--- config.mk ---
export PLATFORM = sky130hd
export DESIGN_NAME = sed_sqrt_cell
export DESIGN_NICKNAME = d
export VERILOG_FILES = /design/src/rtl/sed_pkg.sv /design/src/rtl/sed_sqrt_cell.sv
export SDC_FILE = /design/constraint.sdc
export NUM_CORES = 1
export LEC_CHECK = 0
export BUFFER_PORTS_ARGS = -buffer_cell sky130_fd_sc_hd__buf_2
export CAP_MARGIN = 20
export CORE_MARGIN = 2
export CORE_UTILIZATION = 46
export CTS_BUF_LIST = sky130_fd_sc_hd__clkbuf_8
export CTS_CLUSTER_DIAMETER = 30
export DETAILED_ROUTE_END_ITERATION = 8
export GPL_TIMING_DRIVEN = 0
export PLACE_DENSITY = 0.79
export SLEW_MARGIN = 20
export SYNTH_ARGS = -nofsm -noshare
export SYNTH_HDL_FRONTEND = slang
export SYNTH_SLANG_ARGS = --single-unit
--- constraint.sdc ---
create_clock -name clk_i -period 0.8 [get_ports clk_i]
set_input_delay 0.12 -clock clk_i [delete_from_list [all_inputs] [get_ports clk_i]]
set_output_delay 0.12 -clock clk_i [all_outputs]
set_load 0.005 [all_outputs]
--- src/rtl/sed_pkg.sv ---
// sed_pkg: shared types, constants and helpers of the sobel edge detector
// depends on nothing; used by sed_sqrt_cell and sobel_edge_detector

package sed_pkg;

  // default frame limits
  localparam int unsigned MaxWidthDef  = 4096;
  localparam int unsigned MaxHeightDef = 4096;

  // field and register widths
  localparam int unsigned PixW   = 8;
  localparam int unsigned CoordW = 12;
  localparam int unsigned DimW   = 13;
  localparam int unsigned ChanW  = 3;
  localparam int unsigned ThrW   = 11;
  localparam int unsigned CfgW   = 13;

  // gray weights, unsigned 16-bit fixed point, summing to 65536
  localparam logic [15:0] GrayWR = 16'd19595;
  localparam logic [15:0] GrayWG = 16'd38470;
  localparam logic [15:0] GrayWB = 16'd7471;
  localparam int unsigned ProdW  = 24;

  // gradient and magnitude
  localparam int unsigned GradW    = 11;  // signed, -1020..1020
  localparam int unsigned SqW      = 20;  // one square, up to 1040400
  localparam int unsigned RadW     = 21;  // sum of squares
  localparam int unsigned SqrtSteps = 11; // one root bit per cell
  localparam int unsigned MagW     = 11;
  localparam logic [PixW-1:0] PixMax = 8'd255;

  // register reset values
  localparam logic [DimW-1:0]  WidthRst   = 13'd640;
  localparam logic [DimW-1:0]  HeightRst  = 13'd480;
  localparam logic [ChanW-1:0] ChanRst    = 3'd3;
  localparam logic [ThrW-1:0]  ThrRst     = 11'd0;

  typedef enum logic [1:0] {
    RegImageWidth    = 2'd0,
    RegImageHeight   = 2'd1,
    RegChannelCount  = 2'd2,
    RegEdgeThreshold = 2'd3
  } cfg_reg_e;

  typedef struct packed {
    logic [PixW-1:0] red;
    logic [PixW-1:0] green;
    logic [PixW-1:0] blue;
  } pix_t;

  typedef struct packed {
    logic [CoordW-1:0] out_column;
    logic [CoordW-1:0] out_row;
    logic [PixW-1:0]   edge_value;
    logic              frame_last;
  } res_t;

  // position and frame marker that travel with a pixel
  typedef struct packed {
    logic [CoordW-1:0] col;
    logic [CoordW-1:0] row;
    logic              last;
  } meta_t;

  // what one root cell hands to the next
  typedef struct packed {
    meta_t           meta;
    logic [RadW-1:0] rem;
    logic [RadW-1:0] root;
  } sqrt_stage_t;

  // last index of a dimension: clamp to 3..hi, minus one
  function automatic logic [13:0] dim_last(logic [DimW-1:0] v, logic [14:0] hi);
    logic [14:0] c;
    if (v < 13'd3) begin
      c = 15'd3;
    end else if ({2'b00, v} > hi) begin
      c = hi;
    end else begin
      c = {2'b00, v};
    end
    return 14'(c - 15'd1);
  endfunction

endpackage

--- src/rtl/sed_sqrt_cell.sv ---
// sed_sqrt_cell: one cell of the square root chain, settles one root bit
// depends on sed_pkg

module sed_sqrt_cell #(
  parameter int unsigned Step = 0
) (
  input  logic                 clk_i,
  input  logic                 rst_ni,
  input  logic                 en_i,
  input  logic                 valid_i,
  input  sed_pkg::sqrt_stage_t stage_i,
  output logic                 valid_o,
  output sed_pkg::sqrt_stage_t stage_o
);

  localparam int unsigned Shift = 2 * (sed_pkg::SqrtSteps - 1 - Step);
  localparam logic [sed_pkg::RadW:0] Bit = (sed_pkg::RadW + 1)'(1) << Shift;

  logic                   valid_q;
  sed_pkg::sqrt_stage_t   stage_d, stage_q;
  logic [sed_pkg::RadW:0] trial;
  logic                   take;

  always_comb begin
    trial   = {1'b0, stage_i.root} + Bit;
    take    = {1'b0, stage_i.rem} >= trial;
    stage_d = stage_i;
    if (take) begin
      stage_d.rem  = stage_i.rem - trial[sed_pkg::RadW-1:0];
      stage_d.root = (stage_i.root >> 1) + Bit[sed_pkg::RadW-1:0];
    end else begin
      stage_d.root = stage_i.root >> 1;
    end
  end

  always_ff @(posedge clk_i or negedge rst_ni) begin
    if (!rst_ni) begin
      valid_q <= 1'b0;
    end else if (en_i) begin
      valid_q <= valid_i;
    end
  end

  always_ff @(posedge clk_i) begin
    if (en_i) begin
      stage_q <= stage_d;
    end
  end

  assign valid_o = valid_q;
  assign stage_o = stage_q;

endmodule

Yosys cells after proc, flatten, opt, wreduce, memory -nomap -nowiden:

Cells that the tools add are included.
W data, S select, Z words.

* register bits after elaboration: 68
* output and inout bits: 68
* logic and storage cells: 13

* $add $sub $neg: 3
* magnitude comparators: 1
* mux-type cells: 2

Operators with widths (number)
* $add A21 B21 Y22 const B: 1
* $ge A21 B22 Y1: 1
* $add A20 B21 Y21 const B: 1
* $mux W21: 1
* $sub A21 B21 Y21: 1
* $mux W20: 1

Depth between registers and ports, before layout:

* depth after elaboration: 3
* gate-level depth with buffers: 12

Least setup slack after synthesis:

Ideal clock, no wire load.

* kind: input-to-reg
* from: input port stage_i[21] (netlist bit)
* to: register stage_q, in the netlist stage_o[30], data pin
* arrival time: 2166 ps
* data required time: 540 ps
* setup slack: -1626 ps
* stages: 12
* path buffers: 1
* cells stage by stage: inv_1 -> ha_1 -> inv_1 -> fa_1 -> a21o_1 -> a221o_1 -> nand4_2 -> a21boi_4 -> nor2_8 -> inv_4 -> buf_8 -> mux2_4

RTL lines
* start, declared: line sed_sqrt_cell.sv:11 `input sed_pkg::sqrt_stage_t stage_i,`
* end signal, assigned: line sed_sqrt_cell.sv:46 `stage_q <= stage_d;`
* end, declared: line sed_sqrt_cell.sv:20 `sed_pkg::sqrt_stage_t stage_d, stage_q;`

==> metrics <==
violated checks setup timing; worst path required time 0.90 ns; fin crit share 263%; hold wc startpoint stage_i[27]; final wirelength 10600 um; Final Cell Area 5780 um2; max cap viols 0; Min-Delay Endpoint stage_o[27]; grt ovf 0; Hold/Removal Path Class in2reg; Setup Skew 0 ns; H-tree depth 3; Post-synth ARST share 1.47%; initial antenna violation count 0; Clk Latency, worst-skew pair 0.35 ns; number of flops mapped to enable cells by yosys 67; Final Hold Viols 0; Longest Clk Path Bufs 2; CP arrival 2.20 ns; ant diodes 0; reg-to-reg startpoint valid_o; CTS tree built; Die Width 92.9 um; status complete, but fails checks; die area 8630 um2; FF-to-FF setup slack 0.06 ns; Die H 92.9 um; YS warnings 0; PortBufs 138; Synth Register Bits 68; worst setup path startpoint stage_i[21]; Mapped Cells 282; buffer type at the clock tree root clkbuf_8; initial DRC count 195; vias in the first global route 3319; Hold Path Cell Cnt 2; Final GP Congestion 0.811; most numerous cell in the Yosys netlist edfxtp_1; syn_nets 376; Synth Cell Area 3630 um2; RSZ-0062 raised after global routing true; Sink Count 68; Slew @ Worst Pin 0.603 ns; Cell Count, Final, Fillers Out 610; Yosys top cell area share 55.4%; ys flop type edfxtp_1; Vias/cell 5.29; wire length per cell 17.4 um; Synth area leader edfxtp_1; CP endpoint kind flip-flop; Peak Freq 476 MHz; fraction of layout cells with a size suffix above 1 48.8%; setup_tns -38.82 ns; endpoints failing setup 90; Mean Syn Cell Area 12.9 um2; clock buffer count from CTS 9; Worst-path clk slew 0.08 ns; DRC viols 0; GRT Util Overall 24.5%; area delta synth->final 59.0%; Post-DRT Antenna Nets 0; core footprint 7690 um2; CP max FO 5; Slew Viols, Final 0; Critical R2R Capture valid_o; leak pwr 0.00253 uW; Rel. slew slack 59.8%; Max VDD drop 0.000948 V; Netlist cell types 57; Worst Reg-to-Reg Cells 1; Ports 139; dpl cell area 4530 um2; DP HPWL 6470 um; PwrDens 1880 nW/um2; sequential fraction of the synthesis area 56.0%; first-pass GRT wire length 16100 um; crit start category primary input; Final nets 597; most frequent cells after synthesis edfxtp_1 (67), inv_1 (23), ha_1 (22); Cell Rows 32; Setup WS post-layout -1.30 ns; Synth area leaders edfxtp_1 (55%), ha_1 (7.6%), mux2_4 (2.9%); min Tclk post-route 2.10 ns; post-layout util 75.2%; largest net degree at the start of global routing 69; drt pass-1 iters 5; starting density of the core 47.3%; CP Class in2reg; placed cells 522; vias post-DR 3225
layout make-up:
class | instances | area (um2)
multi-input cells | 181 | 1710
plain buffers | 9 | 95.1
clock buffers | 9 | 124
fillers | 493 | 1910
clock inverters | 7 | 141
flip-flops and latches | 68 | 2040
repair buffers | 210 | 1440
inverters | 24 | 108
well taps | 102 | 128
how the worst max path moves through the flow:
stage,end,slack [ns],depth (start not counted)
finish,stage_o[37],-1.30,13
global route,stage_o[37],-1.35,13
CTS,stage_o[34],-1.34,13
detailed placement,stage_o[41],-1.88,11
floorplan,stage_o[30],-1.43,12
global placement,stage_o[41],-1.85,11
cells in the final DEF (no fill, tap or decap), drive strengths merged, types with 3 or more instances in the layout:
cell	count
a21boi	4
xnor2	10
nand4	5
a21oi	16
a21o	10
nor3	7
and3	3
o31ai	5
clkbuf	9
edfxtp	67
dlygate4sd3	47
inv	25
mux2	14
bufinv	4
nand2	18
o21a	4
xor2	3
ha	22
nor2	8
buf	172
a31oi	6
o21ai	10
and4	3
nand3	6
metrics by stage:
step	setup WS (ns)	total power, uW	hold slack, ns
after floorplan	-1.43	5610	-0.176
after global placement	-1.85	6360	-0.106
after detailed placement	-1.88	6430	-0.104
after CTS	-1.34	10700	0.0590
after global routing	-1.35	11300	0.0775
final	-1.30	10900	0.0832
report_power, final:
| group | leakage [uW] | total (uW) | internal (uW) | switching, uW |
|---|---|---|---|---|
| logic | 0.00173 | 2670 | 1380 | 1290 |
| clock network | 0.000135 | 3810 | 2390 | 1420 |
| registers | 0.000667 | 4380 | 4300 | 86.1 |
| total | 0.00253 | 10900 | 8060 | 2800 |
state kept, by name, summed over array words and instances (netlist names):
signal,cells
stage_o,67
valid_o,1
timing repair:
| item | in CTS | in global routing |
|---|---|---|
| gates resized for setup | 33 | 32 |
| setup endpoints to repair | 158 | 90 |
| buffers inserted | 15 | 10 |
| hold buffers | 47 | 0 |
| gates cloned | 1 | 0 |
| endpoints found under the hold margin | 47 | 0 |
| pin swaps | 15 | 14 |
logic make-up after synthesis:
logic type | count (synthesis) | share of synthesized area, %
AO/OA/AOI/OAI | 76 | 15.1
flip-flops | 68 | 56.0
AND/OR/NAND/NOR | 55 | 8.26
buffers and inverters | 33 | 4.27
adder cells (fa/ha/maj) | 23 | 8.12
multiplexers | 14 | 5.06
XOR/XNOR | 13 | 3.13
layer usage:
metal	part of all wire (%)	global-route usage, %
met1	39	28.2
met4	1.7	7.35
met3	8.3	7.24
met5	0	0
met2	51	43.8
worst max-delay path: stages:
cell	delay (ns)
buf_12	0.11
inv_12	0.04
ha_4	0.12
inv_2	0.04
fa_2	0.33
a21o_1	0.19
a221o_1	0.38
nand4_2	0.14
a21boi_4	0.09
nor2_8	0.14
inv_6	0.07
buf_12	0.14
mux2_4	0.29
(Power assumes the default switching activity.)
